<file path="src/rtl/s2i_pkg.sv">
// ----------------------------------------------------------------------------
// s2i_pkg
// Types, character codes and helpers of the string to integer parser unit.
// ----------------------------------------------------------------------------
`timescale 1ns / 1ps

package s2i_pkg;

  localparam int unsigned PositionBitsDef = 16;
  localparam int unsigned ValueBits       = 64;
  localparam int unsigned BaseBits        = 6;
  localparam int unsigned CharBits        = 8;
  localparam int unsigned ApbDataBits     = 32;
  localparam int unsigned ApbAddrBits     = 2;

  localparam logic [ApbAddrBits-1:0] ADDR_BASE_SELECT = 2'd0;

  localparam logic [CharBits-1:0] CH_SPACE  = 8'h20;
  localparam logic [CharBits-1:0] CH_TAB    = 8'h09;
  localparam logic [CharBits-1:0] CH_CR     = 8'h0D;
  localparam logic [CharBits-1:0] CH_PLUS   = 8'h2B;
  localparam logic [CharBits-1:0] CH_MINUS  = 8'h2D;
  localparam logic [CharBits-1:0] CH_ZERO   = 8'h30;
  localparam logic [CharBits-1:0] CH_NINE   = 8'h39;
  localparam logic [CharBits-1:0] CH_UP_A   = 8'h41;
  localparam logic [CharBits-1:0] CH_UP_Z   = 8'h5A;
  localparam logic [CharBits-1:0] CH_LO_A   = 8'h61;
  localparam logic [CharBits-1:0] CH_LO_Z   = 8'h7A;
  localparam logic [CharBits-1:0] CH_BSLASH = 8'h5C;
  localparam logic [CharBits-1:0] CH_UP_X   = 8'h58;
  localparam logic [CharBits-1:0] CH_LO_X   = 8'h78;
  localparam logic [CharBits-1:0] CH_UP_O   = 8'h4F;
  localparam logic [CharBits-1:0] CH_LO_O   = 8'h6F;
  localparam logic [CharBits-1:0] CH_UP_B   = 8'h42;
  localparam logic [CharBits-1:0] CH_LO_B   = 8'h62;
  localparam logic [CharBits-1:0] CH_UP_U   = 8'h55;
  localparam logic [CharBits-1:0] CH_LO_U   = 8'h75;

  localparam logic [CharBits-1:0] UPPER_OFFSET = 8'd55;
  localparam logic [CharBits-1:0] LOWER_OFFSET = 8'd87;

  localparam logic [BaseBits-1:0] BASE_BIN = 6'd2;
  localparam logic [BaseBits-1:0] BASE_OCT = 6'd8;
  localparam logic [BaseBits-1:0] BASE_DEC = 6'd10;
  localparam logic [BaseBits-1:0] BASE_HEX = 6'd16;

  typedef enum logic [2:0] {
    PH_SPACE  = 3'd0,
    PH_SIGNED = 3'd1,
    PH_ZERO   = 3'd2,
    PH_BSLASH = 3'd3,
    PH_DIGITS = 3'd4,
    PH_DONE   = 3'd5
  } phase_e;

  typedef struct packed {
    logic                ok;
    logic [BaseBits-1:0] val;
  } digit_t;

  function automatic digit_t decode_digit(input logic [CharBits-1:0] c);
    digit_t d;
    logic [CharBits-1:0] t;
    d = '0;
    t = '0;
    if (c >= CH_ZERO && c <= CH_NINE) begin
      t = c - CH_ZERO;
      d.ok = 1'b1;
    end else if (c >= CH_UP_A && c <= CH_UP_Z) begin
      t = c - UPPER_OFFSET;
      d.ok = 1'b1;
    end else if (c >= CH_LO_A && c <= CH_LO_Z) begin
      t = c - LOWER_OFFSET;
      d.ok = 1'b1;
    end
    d.val = t[BaseBits-1:0];
    return d;
  endfunction

  function automatic logic [BaseBits-1:0] pick_base(input logic [BaseBits-1:0] forced,
                                                    input logic [BaseBits-1:0] prefix);
    return (forced != '0) ? forced : prefix;
  endfunction

endpackage

</file>
<file path="src/rtl/string_to_integer_parser_unit.sv">
// ----------------------------------------------------------------------------
// string_to_integer_parser_unit
// Streaming strtol-style parser: one character per request, prefix and sign
// handling, 64-bit wrapping accumulate, one result per terminator.
// ----------------------------------------------------------------------------
//  channel | handshake                  | payload
//  in      | in_valid_i / in_ready_o    | character_i, end_of_string_i
//  out     | out_valid_o / out_ready_i  | value_o, stop_position_o
//  cfg     | psel penable pwrite pready | paddr, pwdata, prdata
//
//  One request per cycle unless a terminator waits in the input register;
//  a result is registered after its terminator leaves the input register.
//  The rate is set by the accumulate loop: one 64x6 multiply-add per cycle.
//  Reset clears all parse state and base_select to zero.
//  A terminator waits in the input register only while the result register
//  is full and not being taken; characters never wait.
// ----------------------------------------------------------------------------
`timescale 1ns / 1ps

module string_to_integer_parser_unit import s2i_pkg::*; #(
  parameter int unsigned POSITION_BITS = PositionBitsDef
) (
  input  logic                     clk_i,
  input  logic                     rst_ni,
  input  logic                     in_valid_i,
  output logic                     in_ready_o,
  input  logic [CharBits-1:0]      character_i,
  input  logic                     end_of_string_i,
  output logic                     out_valid_o,
  input  logic                     out_ready_i,
  output logic signed [ValueBits-1:0] value_o,
  output logic [POSITION_BITS-1:0] stop_position_o,
  input  logic                     psel,
  input  logic                     penable,
  input  logic                     pwrite,
  input  logic [ApbAddrBits-1:0]   paddr,
  input  logic [ApbDataBits-1:0]   pwdata,
  output logic [ApbDataBits-1:0]   prdata,
  output logic                     pready
);

  localparam logic [POSITION_BITS-1:0] PosMax = '1;

  logic [BaseBits-1:0]      base_select_q;

  logic                     s1_valid_q;
  logic [CharBits-1:0]      s1_char_q;
  logic                     s1_eos_q;

  phase_e                   phase_q, phase_d;
  logic                     neg_q, neg_d;
  logic [BaseBits-1:0]      base_q, base_d;
  logic [ValueBits-1:0]     acc_q, acc_d;
  logic [POSITION_BITS-1:0] pos_q, pos_d;
  logic [POSITION_BITS-1:0] end_q, end_d;

  logic                     out_valid_q, out_valid_d;
  logic [ValueBits-1:0]     out_value_q, out_value_d;
  logic [POSITION_BITS-1:0] out_stop_q, out_stop_d;

  logic                     out_free;
  logic                     s1_adv;
  logic                     cfg_wr;
  logic                     do_digit;
  logic [BaseBits-1:0]      tb;
  logic [POSITION_BITS-1:0] pos_inc;
  digit_t                   dig;
  logic [ValueBits-1:0]     mac;

  assign pready   = 1'b1;
  assign cfg_wr   = psel && penable && pwrite && pready && (paddr == ADDR_BASE_SELECT);
  assign prdata   = (paddr == ADDR_BASE_SELECT) ?
                    {{(ApbDataBits-BaseBits){1'b0}}, base_select_q} : '0;

  assign out_free   = !out_valid_q || out_ready_i;
  assign s1_adv     = s1_valid_q && (!s1_eos_q || out_free);
  assign in_ready_o = !s1_valid_q || s1_adv;

  assign pos_inc = (pos_q == PosMax) ? PosMax : pos_q + 1'b1;
  assign dig     = decode_digit(s1_char_q);
  assign mac     = acc_q * {{(ValueBits-BaseBits){1'b0}}, tb}
                 + {{(ValueBits-BaseBits){1'b0}}, dig.val};

  always_comb begin
    phase_d     = phase_q;
    neg_d       = neg_q;
    base_d      = base_q;
    acc_d       = acc_q;
    pos_d       = pos_q;
    end_d       = end_q;
    out_value_d = out_value_q;
    out_stop_d  = out_stop_q;
    out_valid_d = out_valid_q && !out_ready_i;
    do_digit    = 1'b0;
    tb          = base_q;

    if (s1_adv && s1_eos_q) begin
      out_valid_d = 1'b1;
      out_value_d = neg_q ? ('0 - acc_q) : acc_q;
      out_stop_d  = (phase_q == PH_ZERO) ? pos_q : end_q;
      phase_d     = PH_SPACE;
      neg_d       = 1'b0;
      base_d      = '0;
      acc_d       = '0;
      pos_d       = '0;
      end_d       = '0;
    end else if (s1_adv) begin
      pos_d = pos_inc;
      case (phase_q)
        PH_SPACE, PH_SIGNED: begin
          if (phase_q == PH_SPACE && s1_char_q inside {CH_SPACE, [CH_TAB:CH_CR]}) begin
            phase_d = PH_SPACE;
          end else if (phase_q == PH_SPACE && s1_char_q inside {CH_PLUS, CH_MINUS}) begin
            neg_d   = (s1_char_q == CH_MINUS);
            phase_d = PH_SIGNED;
          end else if (s1_char_q == CH_ZERO) begin
            phase_d = PH_ZERO;
          end else if (s1_char_q == CH_BSLASH) begin
            phase_d = PH_BSLASH;
          end else begin
            tb       = pick_base(base_select_q, BASE_DEC);
            do_digit = 1'b1;
          end
        end
        PH_ZERO: begin
          phase_d = PH_DIGITS;
          if (s1_char_q inside {CH_LO_X, CH_UP_X}) begin
            base_d = pick_base(base_select_q, BASE_HEX);
          end else if (s1_char_q inside {CH_LO_O, CH_UP_O}) begin
            base_d = pick_base(base_select_q, BASE_OCT);
          end else if (s1_char_q inside {CH_LO_B, CH_UP_B}) begin
            base_d = pick_base(base_select_q, BASE_BIN);
          end else begin
            tb       = pick_base(base_select_q, BASE_DEC);
            do_digit = 1'b1;
          end
        end
        PH_BSLASH: begin
          phase_d = PH_DIGITS;
          if (s1_char_q inside {CH_LO_U, CH_UP_U, CH_LO_X, CH_UP_X}) begin
            base_d = pick_base(base_select_q, BASE_HEX);
          end else if (s1_char_q inside {CH_LO_O, CH_UP_O}) begin
            base_d = pick_base(base_select_q, BASE_OCT);
          end else if (s1_char_q inside {CH_LO_B, CH_UP_B}) begin
            base_d = pick_base(base_select_q, BASE_BIN);
          end else begin
            tb       = pick_base(base_select_q, BASE_OCT);
            do_digit = 1'b1;
          end
        end
        PH_DIGITS: begin
          do_digit = 1'b1;
        end
        default: begin
          phase_d = PH_DONE;
        end
      endcase

      if (do_digit) begin
        base_d = tb;
        if (dig.ok && (dig.val < tb)) begin
          acc_d   = mac;
          end_d   = pos_inc;
          phase_d = PH_DIGITS;
        end else begin
          end_d   = pos_q;
          phase_d = PH_DONE;
        end
      end
    end
  end

  always_ff @(posedge clk_i or negedge rst_ni) begin
    if (!rst_ni) begin
      base_select_q <= '0;
    end else if (cfg_wr) begin
      base_select_q <= pwdata[BaseBits-1:0];
    end
  end

  always_ff @(posedge clk_i or negedge rst_ni) begin
    if (!rst_ni) begin
      s1_valid_q <= 1'b0;
    end else if (in_ready_o) begin
      s1_valid_q <= in_valid_i;
    end
  end

  always_ff @(posedge clk_i) begin
    if (in_ready_o && in_valid_i) begin
      s1_char_q <= character_i;
      s1_eos_q  <= end_of_string_i;
    end
  end

  always_ff @(posedge clk_i or negedge rst_ni) begin
    if (!rst_ni) begin
      phase_q     <= PH_SPACE;
      neg_q       <= 1'b0;
      base_q      <= '0;
      acc_q       <= '0;
      pos_q       <= '0;
      end_q       <= '0;
      out_valid_q <= 1'b0;
    end else begin
      phase_q     <= phase_d;
      neg_q       <= neg_d;
      base_q      <= base_d;
      acc_q       <= acc_d;
      pos_q       <= pos_d;
      end_q       <= end_d;
      out_valid_q <= out_valid_d;
    end
  end

  always_ff @(posedge clk_i) begin
    out_value_q <= out_value_d;
    out_stop_q  <= out_stop_d;
  end

  assign out_valid_o     = out_valid_q;
  assign value_o         = out_value_q;
  assign stop_position_o = out_stop_q;

endmodule

</file>
<file path="config.mk">
export PLATFORM = sky130hd
export DESIGN_NAME = string_to_integer_parser_unit
export DESIGN_NICKNAME = d
export VERILOG_FILES = /design/src/rtl/s2i_pkg.sv /design/src/rtl/string_to_integer_parser_unit.sv
export SDC_FILE = /design/constraint.sdc
export NUM_CORES = 1
export LEC_CHECK = 0
export BUFFER_PORTS_ARGS = -buffer_cell sky130_fd_sc_hd__buf_2
export CAP_MARGIN = 20
export CORE_MARGIN = 3
export CORE_UTILIZATION = 35
export CTS_BUF_LIST = sky130_fd_sc_hd__clkbuf_16
export CTS_CLUSTER_DIAMETER = 200
export CTS_CLUSTER_SIZE = 14
export DETAILED_ROUTE_END_ITERATION = 8
export PLACE_DENSITY_LB_ADDON = 0.12
export SLEW_MARGIN = 20
export SYNTH_ARGS = -nofsm -noshare
export SYNTH_HDL_FRONTEND = slang
export SYNTH_SLANG_ARGS = --single-unit
</file>
<file path="constraint.sdc">
create_clock -name clk_i -period 9.5 [get_ports clk_i]
set_input_delay 0.475 -clock clk_i [delete_from_list [all_inputs] [get_ports clk_i]]
set_output_delay 0.475 -clock clk_i [all_outputs]
set_load 0.005 [all_outputs]
</file>
==> flow_summary.json, run 1 <==
{
  "int_power_uw": 1466,
  "share_of_synthesized_area_occupied_by_flip_flops_and_latches_pct": 24.78,
  "tritoncts.num_buffers": 18,
  "cts-root-to-sink-buffers": 3,
  "clkSinkCount": 203,
  "critical-path-top-delay-family": "compound AO/OA/AOI/OAI gates",
  "synthesis.area_um2": 22300,
  "synth-async-reset-ratio_pct": 56.16,
  "slew_viol_final": 0,
  "worstSetupStartpointType": "flop",
  "synth_edf_count": 89,
  "holdCritPathClass": "input pin to asynchronous set/reset pin",
  "cts_post_setup_buffers_inserted": 0,
  "initial_utilization_pct": 35.74,
  "diodes": 0,
  "cts.root.buffer_cell": "clkbuf_16",
  "finish.net_count": 2724,
  "drt_first_iter_violations": 885,
  "clock_period_minus_final_worst_setup_slack_ps": 8749,
  "ff2ff_setup_slack_ps": 750,
  "synth_xor_xnor_area_share_pct": 5.027,
  "synthMostInstantiatedCell": "fa_1",
  "transition_time_of_the_tightest_slew_check_pin_ps": 1192,
  "cp.buffers_inverters": 4,
  "yosys.cell_types.count": 82,
  "rr_worst_depth": 27,
  "clock_tree.htree_level_count": 1,
  "cp-end-kind": "flop",
  "drtPass1Iterations": 5,
  "avgSynthCellArea_um2": 9.691,
  "tritoncts": "done",
  "rsz_0062_raised_after_global_routing": "no",
  "place_area_um2": 23440,
  "dr_total_vias": 16470,
  "synth_compound_gate_area_share_pct": 13.84,
  "place.gp.congestion": 0.8370,
  "grt_pass1_vias": 17740,
  "hold_viol_final": 0,
  "max_freq_ghz": 0.1143,
  "final_design_area_no_fill_um2": 23970,
  "swShare_pct": 37.55,
  "grt_max_degree": 65,
  "critical_path.reg2reg.startpoint": "s1_char_q[0]",
  "die_x_um": 258.4,
  "power_leakage_uw": 0.01149,
  "max-vdd-ir-drop_v": 0.0001439,
  "crit_start": "s1_char_q[0]",
  "hpwlAfterDp_um": 44670,
  "area_growth_pct": 7.502,
  "clk_pin_slew_worst_paths_ps": 70,
  "pwr-share-seq_pct": 43.1,
  "die_area_um2": 66780,
  "yosys-top-cells-count": "fa_1, nor2b_1, nand2_1, clkbuf_1, ha_1",
  "worst-endpoint-required_ps": 9940,
  "pwr-share-comb_pct": 25.6,
  "placement_rows": 91,
  "totalNegativeSetupSlack_ps": 0,
  "antenna_left": 0,
  "via_per_inst": 5.251,
  "drt_drc_violations_left": 0,
  "power.share.clock_pct": 31.3,
  "yosys_most_used_dff": "dfrtp_1",
  "path_max_fanout": 43,
  "track_usage_pct": 18.56,
  "reg2reg_to": "acc_q[62]",
  "ffs_latches_synth": 203,
  "cpMaxStageDelayCell": "o311ai_0",
  "resized_cells_post_cts": 0,
  "insertion_delay_ps": 550,
  "max_capacitance_violation_count": 0,
  "post-route-period-util_pct": 92.09,
  "critPathKind": "flop to flop",
  "arithmetic_cell_share_of_the_synthesized_area_counting_full_adders_half_adders_and_majority_gates_pct": 29.68,
  "port_buffers": 111,
  "max_slew_margin_pct": 19.52,
  "final_layout_size_suffix_gt1_share_pct": 9.565,
  "overflow_left_after_global_routing": 0,
  "synth_warnings": 0,
  "synthCells": 2301,
  "slowest_delay_ps": 980,
  "p_switching_uw": 881.6,
  "post_synth_mux_area_share_pct": 2.042,
  "number_of_antenna_violations_at_the_first_check_in_global_routing": 1,
  "synth_top_family_by_area": "adder cells",
  "die_y_um": 258.4,
  "detail_route.wirelength_um": 60940,
  "post_synth_simple_gate_area_pct": 19.44,
  "global_route_wire_length_before_repair_um": 100400,
  "power.density_nw_per_um2": 97.94,
  "worst_ep_arrival_time_ps": 9190,
  "setup_viol": 0,
  "avgRoutedWirePerCell_um": 19.42,
  "io_pins": 165,
  "floorplan.core_area_um2": 62390,
  "top_post_synthesis_cells_by_area": "fa_1, dfrtp_1, edfxtp_1",
  "critical_path.endpoint": "acc_q[62]",
  "yosysTopAreaCell": "fa_1",
  "cts_hold_buffers": 0,
  "post-route-util_pct": 38.42,
  "fin_skew_ps": 33.91,
  "yosys.area.top_type_share_pct": 21.55,
  "worstSetupPathDepth": 27,
  "status": "completed"
}
-- power by group through the flow --
stage / registers, uW / clock network, uW / logic (uW)
4_1_cts: 1010 / 769 / 603
3_5_place_dp: 1030 / 0 / 601
3_3_place_gp: 1030 / 0 / 596
2_1_floorplan: 1010 / 0 / 354
6_report: 1010 / 736 / 600
5_1_grt: 1020 / 800 / 652
-- registers in the layout (all words and copies together), names as in the netlist --
| signal | flops |
|---|---|
| acc_q | 64 |
| base_q | 6 |
| base_select_q | 6 |
| end_q | 16 |
| neg_q | 1 |
| out_valid_o | 1 |
| phase_q | 3 |
| pos_q | 16 |
| s1_char_q | 8 |
| s1_eos_q | 1 |
| s1_valid_q | 1 |
| stop_position_o | 16 |
| value_o | 64 |
-- layout by cell type, fill, tap and decap left out, types with 93 or more instances in the layout --
cell       n
fa_1     240
nor2b_1  227
nand2_1  166
ha_1     145
o21ai_0  134
and2_1   125
a21oi_1  122
dfrtp_1  113
buf_2    110
inv_1     93
-- worst min path at each step --
| stage | from | end | cells after the start |
|---|---|---|---|
| floorplan | rst_ni | acc_q[0] | 0 |
| global placement | end_q[5] | end_q[5] | 1 |
| detailed placement | end_q[5] | end_q[5] | 1 |
| CTS | rst_ni | out_valid_o | 1 |
| global route | rst_ni | end_q[12] | 1 |
| finish | rst_ni | end_q[12] | 1 |
-- cell families (layout without fill, tap and decap cells) --
group / count (synthesis) / after routing
flops: 203 / 203
buf+inv: 275 / 249
simple gates: 786 / 786
fa+ha+maj: 385 / 385
mux: 42 / 42
xor+xnor: 128 / 128
compound gates: 480 / 480
other cells: 2 / 27
-- per-layer routing --
layer / share of wire (%) / wire [um] / vias to the layer above / global-route usage (%)
li1: - / - / 7772 / -
met1: 47 / 28870 / 8368 / 26.24
met2: 47 / 28870 / 275 / 31.01
met3: 3.3 / 2029 / 58 / 1.700
met4: 1.9 / 1166 / 0 / 3.993
met5: 0 / 0 / - / 0
-- through the flow --
| step | setup WS (ps) | hold slack (ps) | instances | total power [uW] |
|---|---|---|---|---|
| after floorplan | 1402 | 179.4 | 2326 | 1361 |
| after detailed placement | 784.8 | 465.2 | 3106 | 1632 |
| after CTS | 748.9 | 18.24 | 3137 | 2385 |
| final | 751.3 | 8.085 | 3137 | 2348 |
| after global routing | 83.18 | 54.61 | 3137 | 2470 |
| after global placement | 836.5 | 459.9 | 3106 | 1627 |
-- cell type report --
class / count / area [um^2]
clock inverter: 13 / 80.08
fill: 6356 / 38420
inverter: 83 / 311.5
clock buffer: 18 / 450.4
sequential: 203 / 5527
multi-input combinational: 1848 / 15820
tap: 837 / 1047
timing repair buffer: 135 / 738.2
Note: power is estimated with default switching activity, not from simulation.
==> inputs of run 2 (changes only) <==
==> constraint.sdc (replaced) <==
create_clock -name clk_i -period 9.1 [get_ports clk_i]
set_input_delay 0.455 -clock clk_i [delete_from_list [all_inputs] [get_ports clk_i]]
set_output_delay 0.455 -clock clk_i [all_outputs]
set_load 0.005 [all_outputs]
==> run 2 against run 1 <==
  * Cell area rose by 0.30%
  * Setup slack lost 140 ps
  * Maximum frequency grew 3.1%
  * Cell count is 0.19% higher
  * Combinational power increased by 8.0%
  * Non-clock buffer count grew 5
  * First-iteration DRC count down 11%
  * Sequential share of layout area is 0.070 points lower
  * Clock skew down 8.4 ps
  * Total power increased by 4.9%
  * Routed wire length grew 0.54%
  * Critical path type unchanged
==> flow_summary.json, run 2 (synthesis results as in run 1) <==
{
  "detail_route.wirelength_um": 61270,
  "diodes": 0,
  "ff2ff_setup_slack_ps": 610,
  "cts_post_setup_buffers_inserted": 0,
  "port_buffers": 111,
  "commonest_cells_after_routing_fill_and_taps_aside": "fa_1, nor2b_1, nand2_1",
  "clk_pin_slew_worst_paths_ps": 70,
  "critical_path.reg2reg.startpoint": "s1_char_q[0]",
  "hold_viol_final": 0,
  "final_design_area_no_fill_um2": 24040,
  "worstSetupStartpointType": "flop",
  "cts_hold_buffers": 0,
  "clkSinkCount": 203,
  "holdCritPathClass": "input pin to asynchronous set/reset pin",
  "critPathKind": "flop to flop",
  "antenna_left": 0,
  "final_layout_size_suffix_gt1_share_pct": 9.757,
  "tritoncts": "done",
  "via_per_inst": 5.224,
  "place_area_um2": 23500,
  "setup_viol": 0,
  "multi_input_area_um2": 15820,
  "global_route_wire_length_before_repair_um": 101100,
  "insertion_delay_ps": 530,
  "crit_top_cell": "inv_1",
  "die_x_um": 258.4,
  "placement_rows": 91,
  "slowest_delay_ps": 530,
  "drtPass1Iterations": 5,
  "max_freq_ghz": 0.1178,
  "slew_viol_final": 0,
  "transition_time_of_the_tightest_slew_check_pin_ps": 1057,
  "post-route-period-util_pct": 93.26,
  "die_y_um": 258.4,
  "max-vdd-ir-drop_v": 0.0001141,
  "floorplan.core_area_um2": 62390,
  "number_of_antenna_violations_at_the_first_check_in_global_routing": 2,
  "drt_first_iter_violations": 791,
  "critical-path-top-delay-family": "compound AO/OA/AOI/OAI gates",
  "rr_worst_depth": 31,
  "cp.buffers_inverters": 8,
  "path_max_fanout": 15,
  "hpwlAfterDp_um": 44650,
  "power.density_nw_per_um2": 102.4,
  "drt_drc_violations_left": 0,
  "area_growth_pct": 7.827,
  "track_usage_pct": 18.65,
  "place.gp.congestion": 0.8454,
  "max_slew_margin_pct": 28.67,
  "crit_start": "s1_char_q[0]",
  "grt_pass1_vias": 17750,
  "rsz_0062_raised_after_global_routing": "no",
  "fin_skew_ps": 25.47,
  "io_pins": 165,
  "overflow_left_after_global_routing": 0,
  "die_area_um2": 66780,
  "worst-endpoint-required_ps": 9490,
  "reg2reg_to": "acc_q[57]",
  "n_fill_cell": 6363,
  "clock_period_minus_final_worst_setup_slack_ps": 8487,
  "cts-root-to-sink-buffers": 3,
  "cpMaxStageDelayCell": "fa_1",
  "layout.cells.most_common": "fa_1",
  "post-route-util_pct": 38.54,
  "layout.area.seq_um2": 5527,
  "clock_tree.htree_level_count": 1,
  "resized_cells_post_cts": 0,
  "power_leakage_uw": 0.01153,
  "tritoncts.num_buffers": 18,
  "dr_total_vias": 16420,
  "worst_ep_arrival_time_ps": 8880,
  "totalNegativeSetupSlack_ps": 0,
  "initial_utilization_pct": 35.74,
  "avgRoutedWirePerCell_um": 19.49,
  "cts.root.buffer_cell": "clkbuf_16",
  "finish.net_count": 2729,
  "cp-end-kind": "flop",
  "status": "completed",
  "max_capacitance_violation_count": 0,
  "grt_max_degree": 76
}
-- run 2: cell types whose count changed in the layout (fill, tap and decap cells not counted), sizes merged --
cell | previous run | this run
inv | 94 | 95
buf | 135 | 140
-- run 2: how the worst max path moves through the flow --
stage,endpoint,cells past startpoint
CTS,acc_q[57],31
global placement,acc_q[57],31
finish,acc_q[57],31
global route,acc_q[57],31
floorplan,acc_q[57],29
detailed placement,acc_q[57],31
-- run 2: metal layers --
metal | share of wire (%) | global-route usage (%) | vias up | routed length [um]
li1 | - | - | 7788 | -
met1 | 48 | 26.75 | 8321 | 29540
met2 | 47 | 30.89 | 256 | 28600
met3 | 3.1 | 1.603 | 53 | 1913
met4 | 2.0 | 3.805 | 0 | 1213
met5 | 0 | 0 | - | 0
-- run 2: through the flow --
stage	setup slack (ps)	std cells	hold slack [ps]	power, uW
floorplan	1002	2326	159.4	1421
global placement	649.9	3110	460.1	1716
CTS	620.2	3142	55.56	2502
detailed placement	647.1	3110	465.7	1723
global route	64.90	3143	65.41	2586
finish	613.2	3143	54.28	2463
-- run 2: layout make-up --
cell class	instances	share of cell area, %
sequential	203	22.98
inverter	83	1.296
clock buffer	18	1.873
multi-input combinational	1848	65.79
timing repair buffer	140	3.414
clock inverter	14	0.2914
tap	837	4.356
-- run 2: where the power goes --
group / internal (uW) / total [uW] / switching [uW]
clock network: 364 / 760 / 396
logic: 176 / 648 / 471
registers: 1000 / 1060 / 54.8
total: 1540 / 2460 / 922
